## config.mk

```make
export PLATFORM = sky130hd
export DESIGN_NAME = ucs_to_utf8_encoder_core
export DESIGN_NICKNAME = d
export VERILOG_FILES = /design/src/design/u8enc_pkg.sv /design/src/design/ucs_to_utf8_encoder_core.sv /design/src/design/u8enc_encode.sv /design/src/design/u8enc_serializer.sv
export VERILOG_INCLUDE_DIRS = /design/src /design/src/design
export SDC_FILE = /design/constraint.sdc
export NUM_CORES = 1
export LEC_CHECK = 0
export BUFFER_PORTS_ARGS = -buffer_cell sky130_fd_sc_hd__buf_4
export CAP_MARGIN = 15
export CORE_UTILIZATION = 55
export CTS_CLUSTER_DIAMETER = 30
export DETAILED_ROUTE_END_ITERATION = 12
export PLACE_DENSITY_LB_ADDON = 0.08
export REMOVE_ABC_BUFFERS = 1
export SLEW_MARGIN = 10
export SYNTH_ARGS = -nofsm -noshare
export SYNTH_HDL_FRONTEND = slang
export SYNTH_HIERARCHICAL = 1
export SYNTH_SLANG_ARGS = --single-unit
```

## constraint.sdc

```tcl
create_clock -name clk -period 4.2 [get_ports clk]
set_input_delay 0.42 -clock clk [delete_from_list [all_inputs] [get_ports clk]]
set_output_delay 0.42 -clock clk [all_outputs]
set_load 0.1 [all_outputs]
```

## src/design/ucs_to_utf8_encoder_core_macros.svh

```systemverilog
// ----------------------------------------------------------------------------
// ucs_to_utf8_encoder_core_macros.svh
// assertion macros for the utf-8 encoder serializer
// ----------------------------------------------------------------------------
`ifndef UCS_TO_UTF8_ENCODER_CORE_MACROS_SVH
`define UCS_TO_UTF8_ENCODER_CORE_MACROS_SVH

// same-cycle implication, checked outside reset
`define U8ENC_ASSERT_NOW(label, ante, cons, msg) \
    label: assert property (@(posedge clk) disable iff (!rst_n) (ante) |-> (cons)) \
        else $error(msg);

// next-cycle implication, checked outside reset
`define U8ENC_ASSERT_NEXT(label, ante, cons, msg) \
    label: assert property (@(posedge clk) disable iff (!rst_n) (ante) |=> (cons)) \
        else $error(msg);

`endif

```

## src/design/u8enc_pkg.sv

```systemverilog
// ----------------------------------------------------------------------------
// u8enc_pkg
// shared types and constants for the utf-8 encoder
// ----------------------------------------------------------------------------
package u8enc_pkg;

    localparam int SEQ_MAX = 6;
    localparam int CNT_W   = 3;

    // lead byte prefixes by sequence length
    localparam logic [7:0] LEAD_2 = 8'hC0;
    localparam logic [7:0] LEAD_3 = 8'hE0;
    localparam logic [7:0] LEAD_4 = 8'hF0;
    localparam logic [7:0] LEAD_5 = 8'hF8;
    localparam logic [7:0] LEAD_6 = 8'hFC;
    localparam logic [7:0] CONT_PREFIX = 8'h80;

    // sequence lengths
    localparam logic [CNT_W-1:0] LEN_1 = 3'd1;
    localparam logic [CNT_W-1:0] LEN_2 = 3'd2;
    localparam logic [CNT_W-1:0] LEN_3 = 3'd3;
    localparam logic [CNT_W-1:0] LEN_4 = 3'd4;
    localparam logic [CNT_W-1:0] LEN_5 = 3'd5;
    localparam logic [CNT_W-1:0] LEN_6 = 3'd6;

    // length thresholds
    localparam logic [31:0] LIM_1 = 32'h0000_0080;
    localparam logic [31:0] LIM_2 = 32'h0000_0800;
    localparam logic [31:0] LIM_3 = 32'h0001_0000;
    localparam logic [31:0] LIM_4 = 32'h0020_0000;
    localparam logic [31:0] LIM_5 = 32'h0400_0000;

    // config register map
    localparam logic REG_WIDE_MODE = 1'b0;
    localparam logic WIDE_MODE_RST = 1'b1;

    // one encoded sequence, lead byte in slot 0
    typedef struct packed {
        logic [SEQ_MAX-1:0][7:0] bytes;
        logic [CNT_W-1:0]        count;
        logic                    bad;
    } enc_seq_t;

endpackage

```

## src/design/ucs_to_utf8_encoder_core.sv

```systemverilog
// ----------------------------------------------------------------------------
// ucs_to_utf8_encoder_core
// utf-8 encoder: one code point in, one to six encoded bytes out
// ----------------------------------------------------------------------------
//
//  channel   dir  payload                               handshake
//  s_*       in   tdata[31:0] code_point                tvalid/tready
//  m_*       out  tdata[7:0] utf8_byte, tlast last_byte  tvalid/tready
//                 tuser[0] bad_code
//  apb       in   wide_mode at byte address 0           psel/penable
//
//  a code point taking n bytes (1 to 6) occupies the output until its last byte is sent;
//  the byte-wide result channel sets the rate, one byte per cycle while m_tready is high
//  the path runs through the input register, then the result register
//  reset clears both valid flags and sets wide_mode to 1
//  a stall on m_* backs up into the input register, then drops s_tready
//
module ucs_to_utf8_encoder_core
(
    input  logic        clk,
    input  logic        rst_n,

    // input code points
    input  logic        s_tvalid,
    output logic        s_tready,
    input  logic [31:0] s_tdata,     // [31:0] code_point

    // encoded bytes
    output logic        m_tvalid,
    input  logic        m_tready,
    output logic [7:0]  m_tdata,     // [7:0] utf8_byte
    output logic        m_tlast,     // last_byte
    output logic        m_tuser,     // [0] bad_code

    // configuration
    input  logic        psel,
    input  logic        penable,
    input  logic        pwrite,
    input  logic [2:0]  paddr,
    input  logic [31:0] pwdata,
    output logic [31:0] prdata,
    output logic        pready
);

    logic                wide_mode_reg;
    logic                in_valid_reg;
    logic [31:0]         code_reg;
    logic                load_ready;
    logic                cfg_write;
    u8enc_pkg::enc_seq_t seq;

    // ---------------------------------------------------------------- apb
    assign pready    = 1'b1;
    assign cfg_write = psel && penable && pwrite && pready;

    always_ff @(posedge clk or negedge rst_n)
    begin
        if (!rst_n)
        begin
            wide_mode_reg <= u8enc_pkg::WIDE_MODE_RST;
        end
        else if (cfg_write && paddr[2] == u8enc_pkg::REG_WIDE_MODE)
        begin
            wide_mode_reg <= pwdata[0];
        end
    end

    // only one register; the low address bits are ignored
    assign prdata = (paddr[2] == u8enc_pkg::REG_WIDE_MODE) ? {31'h0, wide_mode_reg} : 32'h0;

    // ------------------------------------------------------ input register
    // refills in the same cycle it hands its code point on
    assign s_tready = !in_valid_reg || load_ready;

    always_ff @(posedge clk or negedge rst_n)
    begin
        if (!rst_n)
        begin
            in_valid_reg <= 1'b0;
        end
        else if (s_tready)
        begin
            in_valid_reg <= s_tvalid;
        end
    end

    always_ff @(posedge clk)
    begin
        if (s_tvalid && s_tready)
        begin
            code_reg <= s_tdata;
        end
    end

    // ------------------------------------------------------------- encode
    u8enc_encode u_encode
    (
        .wide_mode  (wide_mode_reg),
        .code_point (code_reg),
        .seq        (seq)
    );

    // ---------------------------------------------------------- serialize
    u8enc_serializer u_serializer
    (
        .clk        (clk),
        .rst_n      (rst_n),
        .load_valid (in_valid_reg),
        .load_ready (load_ready),
        .seq        (seq),
        .m_tvalid   (m_tvalid),
        .m_tready   (m_tready),
        .m_tdata    (m_tdata),
        .m_tlast    (m_tlast),
        .m_tuser    (m_tuser)
    );

endmodule

```

## src/design/u8enc_encode.sv

```systemverilog
// ----------------------------------------------------------------------------
// u8enc_encode
// combinational code point to utf-8 byte sequence
// ----------------------------------------------------------------------------
module u8enc_encode
(
    input  logic                 wide_mode,
    input  logic [31:0]          code_point,
    output u8enc_pkg::enc_seq_t  seq
);

    logic [31:0]                 v;
    logic [u8enc_pkg::CNT_W-1:0] n;
    logic [4:0][7:0]             cont;

    assign v = wide_mode ? code_point : {16'h0000, code_point[15:0]};

    always_comb
    begin
        if (v < u8enc_pkg::LIM_1)      n = u8enc_pkg::LEN_1;
        else if (v < u8enc_pkg::LIM_2) n = u8enc_pkg::LEN_2;
        else if (v < u8enc_pkg::LIM_3) n = u8enc_pkg::LEN_3;
        else if (v < u8enc_pkg::LIM_4) n = u8enc_pkg::LEN_4;
        else if (v < u8enc_pkg::LIM_5) n = u8enc_pkg::LEN_5;
        else                           n = u8enc_pkg::LEN_6;
    end

    // continuation bytes, index 0 carries the lowest six bits
    always_comb
    begin
        for (int j = 0; j < 5; j++)
        begin
            cont[j] = u8enc_pkg::CONT_PREFIX | {2'b00, v[6*j +: 6]};
        end
    end

    always_comb
    begin
        seq       = '0;
        seq.count = n;
        seq.bad   = 1'b0;
        unique case (n)
            u8enc_pkg::LEN_1:
            begin
                seq.bytes[0] = {1'b0, v[6:0]};
            end
            u8enc_pkg::LEN_2:
            begin
                seq.bytes[0] = u8enc_pkg::LEAD_2 | {3'b000, v[10:6]};
                seq.bytes[1] = cont[0];
            end
            u8enc_pkg::LEN_3:
            begin
                seq.bytes[0] = u8enc_pkg::LEAD_3 | {4'h0, v[15:12]};
                seq.bytes[1] = cont[1];
                seq.bytes[2] = cont[0];
            end
            u8enc_pkg::LEN_4:
            begin
                seq.bytes[0] = u8enc_pkg::LEAD_4 | {5'h00, v[20:18]};
                seq.bytes[1] = cont[2];
                seq.bytes[2] = cont[1];
                seq.bytes[3] = cont[0];
            end
            u8enc_pkg::LEN_5:
            begin
                seq.bytes[0] = u8enc_pkg::LEAD_5 | {6'h00, v[25:24]};
                seq.bytes[1] = cont[3];
                seq.bytes[2] = cont[2];
                seq.bytes[3] = cont[1];
                seq.bytes[4] = cont[0];
            end
            default:
            begin
                seq.bytes[0] = u8enc_pkg::LEAD_6 | {7'h00, v[30]};
                seq.bytes[1] = cont[4];
                seq.bytes[2] = cont[3];
                seq.bytes[3] = cont[2];
                seq.bytes[4] = cont[1];
                seq.bytes[5] = cont[0];
            end
        endcase

        // out of range in wide mode: single zero byte flagged bad
        if (wide_mode && code_point[31])
        begin
            seq       = '0;
            seq.count = u8enc_pkg::LEN_1;
            seq.bad   = 1'b1;
        end
    end

endmodule

```

## src/design/u8enc_serializer.sv

```systemverilog
// ----------------------------------------------------------------------------
// u8enc_serializer
// result register that shifts one encoded byte out per request
// ----------------------------------------------------------------------------
`include "ucs_to_utf8_encoder_core_macros.svh"

module u8enc_serializer
(
    input  logic                clk,
    input  logic                rst_n,
    input  logic                load_valid,
    output logic                load_ready,
    input  u8enc_pkg::enc_seq_t seq,
    output logic                m_tvalid,
    input  logic                m_tready,
    output logic [7:0]          m_tdata,
    output logic                m_tlast,
    output logic                m_tuser
);

    logic                                       valid_reg;
    logic [u8enc_pkg::CNT_W-1:0]                left_reg;
    logic [u8enc_pkg::SEQ_MAX-1:0][7:0]         bytes_reg;
    logic                                       bad_reg;
    logic                                       last;
    logic                                       load;
    logic                                       take;

    assign last       = (left_reg == u8enc_pkg::LEN_1);
    assign take       = valid_reg && m_tready;
    assign load_ready = !valid_reg || (m_tready && last);
    assign load       = load_valid && load_ready;

    always_ff @(posedge clk or negedge rst_n)
    begin
        if (!rst_n)
        begin
            valid_reg <= 1'b0;
            left_reg  <= '0;
        end
        else if (load)
        begin
            valid_reg <= 1'b1;
            left_reg  <= seq.count;
        end
        else if (take)
        begin
            valid_reg <= !last;
            left_reg  <= left_reg - u8enc_pkg::LEN_1;
        end
    end

    always_ff @(posedge clk)
    begin
        if (load)
        begin
            bytes_reg <= seq.bytes;
            bad_reg   <= seq.bad;
        end
        else if (take)
        begin
            bytes_reg <= {8'h00, bytes_reg[u8enc_pkg::SEQ_MAX-1:1]};
        end
    end

    assign m_tvalid = valid_reg;
    assign m_tdata  = bytes_reg[0];
    assign m_tlast  = last;
    assign m_tuser  = bad_reg;

    `U8ENC_ASSERT_NOW(a_count_live, valid_reg, left_reg != '0 && left_reg <= u8enc_pkg::LEN_6, "serializer holds a sequence with no bytes left")
    `U8ENC_ASSERT_NOW(a_bad_single, valid_reg && bad_reg, last && bytes_reg[0] == 8'h00, "bad code result is not a single zero byte")
    `U8ENC_ASSERT_NEXT(a_mid_seq, take && !last, valid_reg, "sequence dropped before its last byte")

endmodule
```

# ---- Word-level counts from Yosys, hierarchy flattened
# Index checks and enable logic that the tools add are counted.
dict set report word_totals {
  regBits 87
  wordCells 63
  output_inout_bits 45
}
dict set report classes {
  order_cmp 5
  eq_ne 6
  addsub 1
  n_mux 20
  n_reduce_logical 18
  bitwise_logic 1
}
# cell n
set ops {}
lappend ops {{48-bit 2-to-1 mux} 2}
lappend ops {{8-bit one-hot mux with 5 select lines} 2}
lappend ops {{52-bit 2-to-1 mux} 1}
lappend ops {{32-bit by 12-bit less-than comparator with 1-bit output (second input constant)} 1}
lappend ops {{32-bit by 17-bit less-than comparator with 1-bit output (second input constant)} 1}
lappend ops {{32-bit by 22-bit less-than comparator with 1-bit output (second input constant)} 1}
lappend ops {{32-bit by 27-bit less-than comparator with 1-bit output (second input constant)} 1}
lappend ops {{32-bit by 8-bit less-than comparator with 1-bit output (second input constant)} 1}
lappend ops {{32-bit 2-to-1 mux} 1}
lappend ops {{8-bit one-hot mux with 4 select lines} 1}
lappend ops {{8-bit one-hot mux with 3 select lines} 1}
lappend ops {{8-bit one-hot mux with 2 select lines} 1}
lappend ops {{3-bit 2-to-1 mux} 5}
lappend ops {{1-bit logical AND} 8}
lappend ops {{8-bit 2-to-1 mux} 1}
lappend ops {{3-bit by 1-bit equality test with 1-bit output (second input constant)} 2}
lappend ops {{3-bit by 2-bit equality test with 1-bit output (second input constant)} 2}
lappend ops {{3-bit equality test (second input constant)} 2}
lappend ops {{5-bit OR reduction} 1}
lappend ops {{2-bit 2-to-1 mux} 2}
lappend ops {{4-bit OR reduction} 1}
lappend ops {{1-bit logical NOT} 3}
lappend ops {{1-bit 2-to-1 mux} 3}
lappend ops {{3-bit OR reduction} 1}
lappend ops {{5 further kinds} 6}

# ---- Longest topological paths before layout
dict set report depth {
  depth_word 12
  ltp_mapped 11
  mapped_depth_nobuf 8
}

# ---- Cells and area by module
# The synthesis kept the hierarchy.
# module seq_area_each_um2 instances area_each_um2 cells_per_inst
set modules_own_cells {}
lappend modules_own_cells {u8enc_serializer 1571.5 1 2401.1 148}
lappend modules_own_cells {ucs_to_utf8_encoder_core 1012.2 1 1307.5 74}
lappend modules_own_cells {u8enc_encode 0.0 1 1193.6 187}

# ---- Worst setup path after synthesis
# No wires, ideal clock.
dict set report synth_timing {
  kind {register to register}
  start {reg u_serializer.valid_reg (netlist: u_serializer/m_tvalid)}
  end {reg code_reg[0], enable pin}
  t_arrival_ns 2.889
  path_stages_with_launch 5
  required_time_ns 3.808
  period_less_slack_ns 3.281
  setup_slack_ns 0.919
  path_buffers 1
  setup_time_ns 0.392
  cell_sequence {dfrtp_1 -> buf_4 -> o21ai_0 -> nand2b_1 -> and2_1}
}
dict set report synth_between {
  elab_chain_cells 4
}
# item line
set synth_rtl {}
lappend synth_rtl {{from (decl)} u8enc_serializer.sv:21} ;# logic valid_reg;
lappend synth_rtl {{from (signal assigned)} u8enc_serializer.sv:48} ;# valid_reg <= !last;
lappend synth_rtl {{1-bit logical NOT} u8enc_serializer.sv:31} ;# assign load_ready = !valid_reg || (m_tready && last);
lappend synth_rtl {{1-bit logical OR} u8enc_serializer.sv:31}
lappend synth_rtl {{named net load_ready} ucs_to_utf8_encoder_core.sv:48} ;# logic load_ready;
lappend synth_rtl {{1-bit logical OR} ucs_to_utf8_encoder_core.sv:73} ;# assign s_tready = !in_valid_reg || load_ready;
lappend synth_rtl {{named net s_tready} ucs_to_utf8_encoder_core.sv:25} ;# output logic s_tready,
lappend synth_rtl {{1-bit logical AND} ucs_to_utf8_encoder_core.sv:89} ;# if (s_tvalid && s_tready)
lappend synth_rtl {{to (signal assigned)} ucs_to_utf8_encoder_core.sv:91} ;# code_reg <= s_tdata;
lappend synth_rtl {{to (decl)} ucs_to_utf8_encoder_core.sv:47} ;# logic [31:0] code_reg;
# The timed path passes the listed nets, and every way through them passes these cells.
# A chain may end at the register's enable or synchronous reset.

==> impl_metrics.csv <==
group,metric,value,unit
floorplan,dieArea,0.00929,mm^2
yosys,synth_top_family_by_area,"compound AO/OA/AOI/OAI gates",
grt,grtUsageTotal,22.8,%
setup_path,reg2reg_from,"code_reg[25]$_DFFE_PP_",
setup_path,max_stage_delay,0.60,ns
yosys,synthAdderAreaFrac,0.510,%
timing,min_period,3.03,ns
run,max-cap-violations,0,
timing,report.final.hold_viol_count,0,
route,drt-total-wl,9.77,mm
clocking,clockRootBuffer,"clkbuf_8",
placed_design,io_buffers,53,
route,drtIter0Drc,256,
floorplan,io_pins,119,
cells_and_area,antenna_cells,0,
hold_path,hold_class,"in -> reg",
route,vias,3266,
setup_path,critical_path.max_fanout,17,
timing,grt_setup_unrepaired,"false",
outcome,status,"complete, no violations",
grt,antenna_found_initial,0,
cells_and_area,synthToLayoutAreaGrowth,9.16,%
timing,setup_viol,0,
yosys,synthSimpleGateAreaFrac,12.2,%
setup_path,cp_cell_sequence,"or4_4 > or2_1 > o21ai_4 > a22o_1 > o211ai_1 > mux2_2",
timing,fmax,330,MHz
placed_design,place_inst,542,
cells_and_area,drive_gt1_share,29.8,%
cells_and_area,largest_reg_flops,40,
placed_design,place_congestion,0.899,
yosys,ys_types,59,
clocking,cts.sinks,87,
yosys,synth_xor_area_share,0,%
route,drt_pass1_iterations,5,
setup_path,end_kind,"register",
hold_path,min_from,"s_tdata[0]",
pwr,power.leakage,0.00204,uW
timing,fin_crit_sh,72.1,%
placed_design,hpwl,6.52,mm
setup_path,cp-start-kind,"register",
grt,grt_pass1_wl,15.4,mm
yosys,synth-edff-count,81,
route,ant_nets,0,
yosys,yosysSeqAreaShare,52.7,%
yosys,ys_ff_latch,87,
floorplan,start_util,56.5,%
clocking,clock_latency,0.36,ns
yosys,synth.area.mux_share,11.4,%
yosys,ys_warn_count,6,
clocking,cts_tree,"built",
clocking,htreeDepth,3,
route,post_drt_via_cell_ratio,5.85,
route,drc_errors,0,
grt,grt_overflow,0,
floorplan,die_width,96.4,um
setup_path,startpoint,"code_reg[25]$_DFFE_PP_",
clocking,clk_pin_slew,0.08,ns
timing,tightest_slew,1.07,ns
floorplan,core-area,0.00868,mm^2
clocking,cts_inserted_buffers,9,
setup_path,worstSetupPathType,"reg -> reg",
pwr,p_per_area,456,mW/mm^2
timing,tns,0,ns
cells_and_area,nets,523,
timing,slew-limit-headroom,28.6,%
timing,drv_slew,0,
route,wl_per_cell,17.5,um
yosys,syn_area_per_cell,12.0,um^2
floorplan,fp.dieH,96.4,um
grt,grt_max_degree,50,
yosys,synthFlopType,"edfxtp_1",
yosys,synthArstFlopShare,6.90,%
setup_path,crit_required,4.32,ns
setup_path,arrival,3.14,ns
yosys,synth_compound_area_share,12.7,%
floorplan,num_rows,34,
grt,grt_pass1_vias,3076,
setup_path,cp_slowest_cell,"or4_4",
clocking,clockBufferDepth,2,
timing,clock_skew,0.00672,ns
pwr,peakVddDrop,0.000254,V
cells_and_area,instances_no_fill,558,
yosys,syn_inst,409,
yosys,synth.cell_area,0.00490,mm^2
layout make-up:
cell class	count	area, um^2
clock buffers	9	124
fillers	692	3330
multi-input cells	282	1940
inverters	7	26.3
repair buffers	60	465
well taps	108	135
flip-flops and latches	87	2580
clock inverters	5	75.1
power by group:
part | internal, uW | leakage (uW) | switching, uW
Sequential | 1070 | 0.000839 | 79.7
Clock | 325 | 0.000105 | 272
Combinational | 222 | 0.00110 | 474
Total | 1620 | 0.00204 | 826
layer usage:
layer / vias to the layer above / wire length (um) / GRT usage [%]
met5: - / 0 / 0
met4: 0 / 235 / 11.2
met3: 19 / 469 / 3.60
met2: 129 / 4960 / 38.6
met1: 1590 / 4100 / 28.6
li1: 1528 / - / -
metrics by stage:
stage	hold WS (ns)	power, uW	worst slack, ns	utilization (%)	area (um^2)
final	0.230	2440	1.17	61.7	5350
after global routing	0.217	2540	1.03	61.7	5350
after CTS	0.218	2450	1.22	61.4	5330
after detailed placement	0.231	1860	1.24	59.0	5120
after global placement	0.233	1850	1.26	59.0	5120
after floorplan	0.124	1690	1.02	-	4550
cell usage in the layout, fill, tap and decap left out, drive strengths merged, types with 6 or more instances in the layout:
| cell | synthesis | routed |
|---|---|---|
| nand2b | 6 | 6 |
| inv | 6 | 6 |
| mux2i | 7 | 7 |
| edfxtp | 81 | 81 |
| o21ai | 17 | 17 |
| nand3 | 7 | 7 |
| and3 | 10 | 10 |
| mux2 | 43 | 43 |
| clkbuf | 10 | 9 |
| nand2 | 19 | 19 |
| buf | 57 | 59 |
| a21oi | 20 | 20 |
| a221oi | 13 | 13 |
| nor2 | 34 | 34 |
| and2 | 10 | 10 |
| o211ai | 10 | 10 |
| conb | 3 | 37 |
worst max-delay path: cells and delay by family (launching register included):
family          cells  cell delay [ns]
flops               1             0.43
mux                 1             0.30
compound gates      3             0.85
simple gates        2             1.20
synthesized netlist by cell type, types with 2 or more instances:
master     number  area [um^2]
edfxtp_1       81         2430
buf_4          50          375
mux2_2         41          462
nor2_1         30          113
a21oi_1        20          100
nand2_1        18         67.6
o21ai_0        12         60.1
and2_1         10         62.6
and3_1         10         62.6
o211ai_1       10         75.1
a221oi_1        9         78.8
clkbuf_1        9         33.8
mux2i_1         7         70.1
nand3_1         7         35.0
inv_1           6         22.5
buf_6           5         56.3
dfrtp_1         5          125
nand2b_1        5         31.3
o22ai_1         5         31.3
o2bb2ai_1       5         43.8
a221oi_2        4         60.1
nor3_1          4         20.0
o21ai_1         4         20.0
conb_1          3         11.3
nand4_1         3         18.8
nor2b_1         3         18.8
nor4_1          3         18.8
a211oi_1        2         15.0
a22o_1          2         17.5
buf_2           2         10.0
ha_1            2         25.0
nand4b_1        2         17.5
nor2_4          2         22.5
o41ai_1         2         17.5
or4_4           2         22.5
what timing repair did:
| item | 4_1_cts | 5_1_grt |
|---|---|---|
| buffers inserted | 0 | 0 |
| hold buffers | 1 | 0 |
| resized for setup | 0 | 0 |
| setup endpoints to repair | 0 | 0 |
| endpoints found under the hold margin | 5 | 0 |
logic make-up after synthesis:
group	after synthesis
mux	50
fa+ha+maj	2
compound gates	84
buf+inv	74
flops	87
simple gates	109
other cells	3
final timing paths:
kind                                                              to  slack, ns  cells after the start
worst max-delay path               u_serializer/m_tdata[2]$_DFFE_PP_       1.17                      6
worst min-delay path                           code_reg[0]$_DFFE_PP_       0.23                      1
worst max register to register     u_serializer/m_tdata[2]$_DFFE_PP_       1.17                      6
worst min register to register  u_serializer/bytes_reg[10]$_DFFE_PP_       0.55                      1
max in group asynchronous                  wide_mode_reg$_DFFE_PN1P_       3.58                      2
min in group asynchronous                   in_valid_reg$_DFFE_PN0P_       0.42                      2
(Power assumes the default switching activity.)
